<file path="src/hw/rtl/sts_pkg.sv">
// Shared types and constants for the sorted table search block.
// Used by the channel interfaces, the front end, the back end and the top level.
`timescale 1ns / 1ps

package sts_pkg;

	localparam int OP_W        = 1;
	localparam int IDX_W       = 5;
	localparam int DATA_W      = 32;
	localparam int CNT_W       = 6;
	localparam int QUEUE_DEPTH = 2;
	localparam int QFILL_W     = 2;

	typedef logic signed [DATA_W-1:0] data_t;

	typedef enum logic [OP_W-1:0] {
		OP_WRITE  = 1'b0,
		OP_SEARCH = 1'b1
	} op_e;

	typedef struct packed {
		logic             search;
		logic             wr_en;
		logic [IDX_W-1:0] index;
		data_t            data;
	} cmd_t;

	typedef enum logic [1:0] {
		ST_IDLE,
		ST_PROBE,
		ST_RESULT
	} state_t;

endpackage

</file>
<file path="src/hw/rtl/sts_req_if.sv">
// Request channel of the sorted table search block.
// Depends on sts_pkg for the field widths.
`timescale 1ns / 1ps

interface sts_req_if;
	logic                          valid;
	logic                          ready;
	logic [sts_pkg::OP_W-1:0]      operation;
	logic [sts_pkg::IDX_W-1:0]     entry_index;
	logic signed [sts_pkg::DATA_W-1:0] entry_value;
	logic signed [sts_pkg::DATA_W-1:0] search_key;

	modport source (output valid, output operation, output entry_index,
		output entry_value, output search_key, input ready);
	modport sink (input valid, input operation, input entry_index,
		input entry_value, input search_key, output ready);
endinterface

</file>
<file path="src/hw/rtl/sts_rsp_if.sv">
// Result channel of the sorted table search block.
// Depends on sts_pkg for the field widths.
`timescale 1ns / 1ps

interface sts_rsp_if;
	logic                      valid;
	logic                      ready;
	logic                      found;
	logic [sts_pkg::IDX_W-1:0] position;

	modport source (output valid, output found, output position, input ready);
	modport sink (input valid, input found, input position, output ready);
endinterface

</file>
<file path="src/hw/rtl/sts_cfg_if.sv">
// Configuration write channel carrying the entry count register.
// Depends on sts_pkg for the register width.
`timescale 1ns / 1ps

interface sts_cfg_if;
	logic                      valid;
	logic                      ready;
	logic [sts_pkg::CNT_W-1:0] entry_count;

	modport source (output valid, output entry_count, input ready);
	modport sink (input valid, input entry_count, output ready);
endinterface

</file>
<file path="src/hw/rtl/sts_front.sv">
// Front end: accepts requests, decodes them into commands and queues them.
// Depends on sts_pkg and sts_req_if.
`timescale 1ns / 1ps

module sts_front #(
	parameter int DEPTH = 32
) (
	input  logic          clk,
	input  logic          arst_n,
	sts_req_if.sink       req,
	output logic          q_valid,
	output sts_pkg::cmd_t q_cmd,
	input  logic          q_pop
);

	sts_pkg::cmd_t                  slot_q [sts_pkg::QUEUE_DEPTH];
	logic                           wr_ptr_q;
	logic                           rd_ptr_q;
	logic [sts_pkg::QFILL_W-1:0]    fill_q;
	sts_pkg::cmd_t                  in_cmd;
	logic                           push;

	assign req.ready = (fill_q != sts_pkg::QFILL_W'(sts_pkg::QUEUE_DEPTH));
	assign push      = req.valid && req.ready;
	assign q_valid   = (fill_q != '0);
	assign q_cmd     = slot_q[rd_ptr_q];

	// Writes beyond the table get wr_en cleared here, so the back end pops them without storing.
	always_comb begin
		in_cmd.search = (req.operation == sts_pkg::OP_SEARCH);
		in_cmd.wr_en  = !in_cmd.search && (32'(req.entry_index) < DEPTH);
		in_cmd.index  = req.entry_index;
		in_cmd.data   = in_cmd.search ? req.search_key : req.entry_value;
	end

	always_ff @(posedge clk) begin
		if (push) begin
			slot_q[wr_ptr_q] <= in_cmd;
		end
	end

	always_ff @(posedge clk or negedge arst_n) begin
		if (!arst_n) begin
			wr_ptr_q <= 1'b0;
			rd_ptr_q <= 1'b0;
			fill_q   <= '0;
		end else begin
			if (push) begin
				wr_ptr_q <= !wr_ptr_q;
			end
			if (q_pop) begin
				rd_ptr_q <= !rd_ptr_q;
			end
			unique case ({push, q_pop})
				2'b10:   fill_q <= fill_q + 1'b1;
				2'b01:   fill_q <= fill_q - 1'b1;
				default: fill_q <= fill_q;
			endcase
		end
	end

endmodule

</file>
<file path="src/hw/rtl/sts_back.sv">
// Back end: table memory, entry count register, probe sequencer and result register.
// Depends on sts_pkg, sts_rsp_if and sts_cfg_if.
`timescale 1ns / 1ps

module sts_back #(
	parameter int DEPTH = 32
) (
	input  logic          clk,
	input  logic          arst_n,
	input  logic          q_valid,
	input  sts_pkg::cmd_t q_cmd,
	output logic          q_pop,
	sts_rsp_if.source     rsp,
	sts_cfg_if.sink       cfg
);

	localparam int AW = (DEPTH > 1) ? $clog2(DEPTH) : 1;

	sts_pkg::data_t               mem [DEPTH];
	sts_pkg::data_t               rd_data_q;
	sts_pkg::data_t               key_q;
	logic [sts_pkg::CNT_W-1:0]    count_q;
	logic [sts_pkg::CNT_W-1:0]    lo_q;
	logic [sts_pkg::CNT_W-1:0]    end_q;
	logic [sts_pkg::CNT_W-1:0]    mid_q;
	logic                         res_found_q;
	logic [sts_pkg::IDX_W-1:0]    res_pos_q;
	logic                         rsp_valid_q;
	logic                         rsp_found_q;
	logic [sts_pkg::IDX_W-1:0]    rsp_position_q;
	sts_pkg::state_t              state_q;
	sts_pkg::state_t              state_n;

	logic                         mem_we;
	logic [AW-1:0]                rd_addr;
	logic                         start_load;
	logic                         probe_load;
	logic                         res_load;
	logic                         res_found_n;
	logic [sts_pkg::IDX_W-1:0]    res_pos_n;
	logic                         out_load;
	logic                         lt;
	logic                         gt;
	logic [sts_pkg::CNT_W-1:0]    lo_n;
	logic [sts_pkg::CNT_W-1:0]    end_n;
	logic [sts_pkg::CNT_W-1:0]    mid_n;
	logic [sts_pkg::CNT_W-1:0]    mid_first;
	logic [sts_pkg::CNT_W:0]      mid_sum;
	logic [sts_pkg::CNT_W-1:0]    cfg_sat;

	assign cfg.ready    = 1'b1;
	assign rsp.valid    = rsp_valid_q;
	assign rsp.found    = rsp_found_q;
	assign rsp.position = rsp_position_q;

	assign cfg_sat = (32'(cfg.entry_count) > DEPTH) ? sts_pkg::CNT_W'(DEPTH)
		: cfg.entry_count;

	assign lt      = (key_q < rd_data_q);
	assign gt      = (rd_data_q < key_q);
	assign lo_n    = gt ? (mid_q + 1'b1) : lo_q;
	assign end_n   = lt ? mid_q : end_q;
	assign mid_sum = {1'b0, lo_n} + {1'b0, end_n} - 1'b1;
	assign mid_n   = mid_sum[sts_pkg::CNT_W:1];
	assign mid_first = 6'((count_q - 1'b1) >> 1);

	always_comb begin
		state_n     = state_q;
		q_pop       = 1'b0;
		mem_we      = 1'b0;
		rd_addr     = AW'(mid_first);
		start_load  = 1'b0;
		probe_load  = 1'b0;
		res_load    = 1'b0;
		res_found_n = 1'b0;
		res_pos_n   = '0;
		out_load    = 1'b0;
		unique case (state_q)
			sts_pkg::ST_IDLE: begin
				if (q_valid) begin
					q_pop = 1'b1;
					if (!q_cmd.search) begin
						mem_we = q_cmd.wr_en;
					end else if (count_q == '0) begin
						res_load = 1'b1;
						state_n  = sts_pkg::ST_RESULT;
					end else begin
						start_load = 1'b1;
						state_n    = sts_pkg::ST_PROBE;
					end
				end
			end
			sts_pkg::ST_PROBE: begin
				rd_addr = AW'(mid_n);
				if (!lt && !gt) begin
					res_load    = 1'b1;
					res_found_n = 1'b1;
					res_pos_n   = sts_pkg::IDX_W'(mid_q);
					state_n     = sts_pkg::ST_RESULT;
				end else if (lo_n >= end_n) begin
					res_load = 1'b1;
					state_n  = sts_pkg::ST_RESULT;
				end else begin
					probe_load = 1'b1;
				end
			end
			sts_pkg::ST_RESULT: begin
				if (!rsp_valid_q || rsp.ready) begin
					out_load = 1'b1;
					state_n  = sts_pkg::ST_IDLE;
				end
			end
			default: begin
				state_n = sts_pkg::ST_IDLE;
			end
		endcase
	end

	always_ff @(posedge clk) begin
		if (mem_we) begin
			mem[AW'(q_cmd.index)] <= q_cmd.data;
		end
		rd_data_q <= mem[rd_addr];
	end

	always_ff @(posedge clk) begin
		if (start_load) begin
			key_q <= q_cmd.data;
			lo_q  <= '0;
			end_q <= count_q;
			mid_q <= mid_first;
		end else if (probe_load) begin
			lo_q  <= lo_n;
			end_q <= end_n;
			mid_q <= mid_n;
		end
		if (res_load) begin
			res_found_q <= res_found_n;
			res_pos_q   <= res_pos_n;
		end
		if (out_load) begin
			rsp_found_q    <= res_found_q;
			rsp_position_q <= res_pos_q;
		end
	end

	always_ff @(posedge clk or negedge arst_n) begin
		if (!arst_n) begin
			state_q     <= sts_pkg::ST_IDLE;
			rsp_valid_q <= 1'b0;
			count_q     <= sts_pkg::CNT_W'(1);
		end else begin
			state_q <= state_n;
			if (out_load) begin
				rsp_valid_q <= 1'b1;
			end else if (rsp.ready) begin
				rsp_valid_q <= 1'b0;
			end
			if (cfg.valid) begin
				count_q <= cfg_sat;
			end
		end
	end

endmodule

</file>
<file path="src/hw/rtl/sorted_table_binary_search.sv">
// Top level of the sorted table search block: front end, command queue and back end.
// Depends on sts_pkg, the three channel interfaces, sts_front and sts_back.
`timescale 1ns / 1ps

// A write request stores one signed value in the table; writes at an index of DEPTH
// or more are dropped. A search request binary-searches the first entry_count
// entries, which must be sorted ascending, and returns one result with a found flag
// and the matching index (0 when the key is absent). A search makes P probes, at
// most floor(log2(entry_count)) + 1, each one read through the single registered
// read port of the table. A two-entry command queue lets requests be taken while a
// search runs or a result waits. The table contents are undefined until written.
module sorted_table_binary_search #(
	parameter int DEPTH = 32
) (
	input  logic      clk,
	input  logic      arst_n,
	sts_req_if.sink   req,
	sts_rsp_if.source rsp,
	sts_cfg_if.sink   cfg
);

	logic          q_valid;
	logic          q_pop;
	sts_pkg::cmd_t q_cmd;

	sts_front #(
		.DEPTH(DEPTH)
	) u_front (
		.clk    (clk),
		.arst_n (arst_n),
		.req    (req),
		.q_valid(q_valid),
		.q_cmd  (q_cmd),
		.q_pop  (q_pop)
	);

	sts_back #(
		.DEPTH(DEPTH)
	) u_back (
		.clk    (clk),
		.arst_n (arst_n),
		.q_valid(q_valid),
		.q_cmd  (q_cmd),
		.q_pop  (q_pop),
		.rsp    (rsp),
		.cfg    (cfg)
	);

endmodule
</file>
<file path="src/flat_wrapper.sv">
// flat-port wrapper written by rule: the top's interface ports become plain ports
module sorted_table_binary_search_flat 
#(
	parameter int DEPTH = 32
)
  (clk, arst_n, req_valid, req_operation, req_entry_index, req_entry_value, req_search_key, req_ready, rsp_valid, rsp_found, rsp_position, rsp_ready, cfg_valid, cfg_entry_count, cfg_ready);
  sts_req_if req_i ();
  sts_rsp_if rsp_i ();
  sts_cfg_if cfg_i ();
  input  logic clk;
  input  logic arst_n;
  input wire logic [$bits(req_i.valid)-1:0] req_valid;
  input wire logic [$bits(req_i.operation)-1:0] req_operation;
  input wire logic [$bits(req_i.entry_index)-1:0] req_entry_index;
  input wire logic [$bits(req_i.entry_value)-1:0] req_entry_value;
  input wire logic [$bits(req_i.search_key)-1:0] req_search_key;
  output wire logic [$bits(req_i.ready)-1:0] req_ready;
  output wire logic [$bits(rsp_i.valid)-1:0] rsp_valid;
  output wire logic [$bits(rsp_i.found)-1:0] rsp_found;
  output wire logic [$bits(rsp_i.position)-1:0] rsp_position;
  input wire logic [$bits(rsp_i.ready)-1:0] rsp_ready;
  input wire logic [$bits(cfg_i.valid)-1:0] cfg_valid;
  input wire logic [$bits(cfg_i.entry_count)-1:0] cfg_entry_count;
  output wire logic [$bits(cfg_i.ready)-1:0] cfg_ready;
  assign req_i.valid = req_valid;
  assign req_i.operation = req_operation;
  assign req_i.entry_index = req_entry_index;
  assign req_i.entry_value = req_entry_value;
  assign req_i.search_key = req_search_key;
  assign req_ready = req_i.ready;
  assign rsp_valid = rsp_i.valid;
  assign rsp_found = rsp_i.found;
  assign rsp_position = rsp_i.position;
  assign rsp_i.ready = rsp_ready;
  assign cfg_i.valid = cfg_valid;
  assign cfg_i.entry_count = cfg_entry_count;
  assign cfg_ready = cfg_i.ready;
  sorted_table_binary_search #(.DEPTH(DEPTH)) u_core (.clk(clk), .arst_n(arst_n), .req(req_i), .rsp(rsp_i), .cfg(cfg_i));
endmodule
</file>
<file path="config.mk">
export PLATFORM = sky130hd
export DESIGN_NAME = sorted_table_binary_search_flat
export DESIGN_NICKNAME = d
export VERILOG_FILES = /design/src/hw/rtl/sts_pkg.sv /design/src/hw/rtl/sts_req_if.sv /design/src/hw/rtl/sts_rsp_if.sv /design/src/hw/rtl/sts_cfg_if.sv /design/src/hw/rtl/sts_front.sv /design/src/hw/rtl/sts_back.sv /design/src/hw/rtl/sorted_table_binary_search.sv /design/src/flat_wrapper.sv
export SDC_FILE = /design/constraint.sdc
export NUM_CORES = 1
export LEC_CHECK = 0
export BUFFER_PORTS_ARGS = -buffer_cell sky130_fd_sc_hd__buf_2
export CORE_UTILIZATION = 50
export CTS_BUF_LIST = sky130_fd_sc_hd__clkbuf_8 sky130_fd_sc_hd__clkbuf_16
export DETAILED_ROUTE_END_ITERATION = 10
export GPL_TIMING_DRIVEN = 0
export PLACE_DENSITY_LB_ADDON = 0.15
export SLEW_MARGIN = 20
export SYNTH_ARGS = -nofsm -noshare
export SYNTH_HDL_FRONTEND = slang
export SYNTH_HIERARCHICAL = 1
export SYNTH_SLANG_ARGS = --single-unit
</file>
<file path="constraint.sdc">
create_clock -name clk -period 5.6 [get_ports clk]
set_clock_uncertainty 0.05 [all_clocks]
set_input_delay 0.56 -clock clk [delete_from_list [all_inputs] [get_ports clk]]
set_output_delay 0.56 -clock clk [all_outputs]
set_load 0.01 [all_outputs]
</file>
==> results.json <==
{
  "htreeDepth": 3,
  "drc": 0,
  "post-synth-top-count-cell": "edfxtp_1",
  "cap_violations": 0,
  "async_flop_share": 0.0108,
  "synthTopCellsByCount": "edfxtp_1 (1,157), mux4_2 (256), mux2i_1 (202)",
  "grt_pass1_vias": 23833,
  "num_rows": 113,
  "criticalPathCategory": "reg2reg",
  "start_util": 0.504,
  "min_period_over_period": 0.999,
  "fin_crit_ns": 5.60,
  "dieArea_um2": 96800,
  "hold_viol": 0,
  "netlist.top_cell.by_area": "edfxtp_1",
  "cts_made_buffers": 120,
  "grt_max_degree": 36,
  "min_path_cells": 1,
  "ys.flop_type": "edfxtp_1",
  "gp_congestion": 0.789,
  "cts-root-buf": "clkbuf_16",
  "drive_gt1_frac": 0.357,
  "clock_path_buffers": 3,
  "max_slew_margin": 0.288,
  "critPathBufInv": 6,
  "design_area_um2": 56800,
  "cp_num_cells": 22,
  "tightest_slew_ns": 1.07,
  "drt_wl_total_um": 110000,
  "syn_to_final_growth_pct": 18.8,
  "clock_latency_ns": 0.69,
  "cp.required_ns": 6.14,
  "antenna_found_initial": 1,
  "crit_slowest_cell": "a2111o_1",
  "diodes": 0,
  "wire_per_inst_um": 28.3,
  "ys_warn_count": 6,
  "dpl.hpwl_um": 71600,
  "die_h_um": 311,
  "grt_first_pass_wirelength_um": 161000,
  "ys_top_cells_by_area": "edfxtp_1 (73%), mux4_2 (12%), mux2i_1 (4.2%)",
  "avgSynthCellArea_um2": 21.4,
  "ant_nets": 0,
  "core_area_um2": 94900,
  "vias_per_cell": 5.88,
  "io_buffers": 88,
  "critical_path.cell_chain": "inv_2 > ha_4 > a21o_1 > a21o_1 > a2111o_1 > a211o_4 > o211ai_4 > mux2i_2 > ha_1 > ha_4 > fa_2 > xor2_2 > inv_1 > o211ai_1 > a31oi_4 > buf_12 > buf_16 > buf_12 > buf_16 > mux2i_1 > mux2i_2 > mux2_2",
  "finalSetupViolCount": 0,
  "yosysUniqueCellTypes": 60,
  "path_delay_family": "compound AO/OA/AOI/OAI gates",
  "r2r_cells": 22,
  "slew_violations": 0,
  "vias": 22835,
  "path_clk_slew_ns": 0.06,
  "synth_area_um2": 47800,
  "finalNetCount": 2646,
  "crit_arrival_ns": 6.13,
  "gr-total-overflow": 0,
  "end_kind": "flop",
  "rsz0062_at_grt": "true",
  "fillCellCount": 6640,
  "cts_tree": "built",
  "timing.fmax_ghz": 0.179,
  "synth_top_area_frac": 0.727,
  "cts_sinks": 1209,
  "drt_iter0_drc": 1873,
  "synth_seq_cells": 1209,
  "status": "complete, no violations",
  "grt_use_total": 0.230,
  "min-delay-path-class": "in2reg",
  "synth-edff-count": 1157,
  "syn-num-nets": 2364,
  "crit_fanout": 5,
  "die_x_um": 311,
  "placed_area_um2": 51300,
  "yosysSeqAreaShare": 0.750,
  "ios": 90,
  "critPathLaunchType": "flop",
  "netlist_instances": 2233,
  "critPathMaxStageDelay_ns": 0.52,
  "firstDrtPassIters": 5
}
==> registers in the layout, summed over array words and instances (netlist names) <==
name / count
u_core/u_back/count_q: 6
u_core/u_back/end_q: 6
u_core/u_back/key_q: 32
u_core/u_back/lo_q: 6
u_core/u_back/mem: 1024
u_core/u_back/mid_q: 6
u_core/u_back/rd_data_q: 32
u_core/u_back/res_found_q: 1
u_core/u_back/res_pos_q: 5
u_core/u_back/rsp.found: 1
u_core/u_back/rsp.position: 5
u_core/u_back/rsp.valid: 1
u_core/u_back/state_q: 2
u_core/u_front/fill_q: 2
u_core/u_front/rd_ptr_q: 1
u_core/u_front/slot_q: 78
u_core/u_front/wr_ptr_q: 1
==> placed cells by master, fill, tap and decap left out, types with 42 or more instances in the layout <==
cell	count
mux2i_1	135
mux2_2	71
buf_2	94
ha_1	47
inv_1	67
mux2i_2	42
clkbuf_16	127
edfxtp_1	1157
mux4_2	256
buf_16	44
==> metrics by stage <==
stage | utilization | cells | TNS [ns] | worst slack [ns] | hold slack, ns
after floorplan | - | 2233 | 0 | 0.471 | 0.214
after global placement | 0.525 | 3586 | -470.69 | -2.27 | 0.351
after detailed placement | 0.541 | 3633 | -53.46 | -1.91 | 0.355
after CTS | 0.592 | 3870 | 0 | 0.000864 | 0.000875
after global routing | 0.598 | 3882 | -3.12 | -0.152 | 0.00877
final | 0.598 | 3882 | 0 | 0.00339 | 0.0368
==> logic make-up after synthesis <==
group | Yosys count | share of synthesized area
muxes | 563 | 0.190
other | 1 | 0.0000785
adders and majority gates | 51 | 0.0135
DFF | 1209 | 0.750
and+or+nand+nor | 162 | 0.0165
AOI/OAI and AO/OA | 77 | 0.0111
xor gates and xnor gates | 18 | 0.00330
buffers and inverters | 152 | 0.0152
==> layout make-up <==
| type | instances | area [um2] | area share |
|---|---|---|---|
| tap | 1265 | 1580 | 0.0279 |
| timing repair buffer | 160 | 2000 | 0.0353 |
| sequential | 1209 | 35900 | 0.632 |
| multi-input combinational | 872 | 12100 | 0.213 |
| inverter | 54 | 206 | 0.00364 |
| clock inverter | 91 | 764 | 0.0135 |
| clock buffer | 133 | 3200 | 0.0565 |
| buffer | 98 | 1040 | 0.0183 |
==> per-layer routing <==
| metal | vias to the layer above | track usage | wire length (um) |
|---|---|---|---|
| met4 | 0 | 0.0650 | 2740 |
| met1 | 12254 | 0.324 | 46400 |
| met5 | - | 0 | 0 |
| li1 | 9765 | - | - |
| met2 | 658 | 0.376 | 54400 |
| met3 | 158 | 0.0331 | 6210 |
==> what timing repair did <==
| item | CTS | global route |
|---|---|---|
| buffers inserted | 8 | 9 |
| hold buffers | 4 | 0 |
| pin swaps | 9 | 14 |
| cloned | 1 | 3 |
| endpoints found under the setup margin | 32 | 32 |
| gates resized for setup | 215 | 101 |
| hold endpoints to repair | 19 | 0 |
==> final timing paths <==
path | start | endpoint | slack (ns)
worst max register to register | u_core/u_back/key_q[25] | u_core/u_back/rd_data_q[28] | 0.003
max in group asynchronous | arst_n | u_core/u_back/count_q[0] | 4.93
worst min-delay path | req_entry_index[1] | u_core/u_front/slot_q[1][33] | 0.04
worst max-delay path | u_core/u_back/key_q[25] | u_core/u_back/rd_data_q[28] | 0.003
min in group asynchronous | arst_n | u_core/u_front/rd_ptr_q | 0.26
worst min register to register | u_core/u_back/res_pos_q[3] | u_core/u_back/rsp.position[3] | 0.37
Power is left out: the tool's default activity adds up to more than one toggle a clock period on the data nets, which glitch-free logic cannot reach.
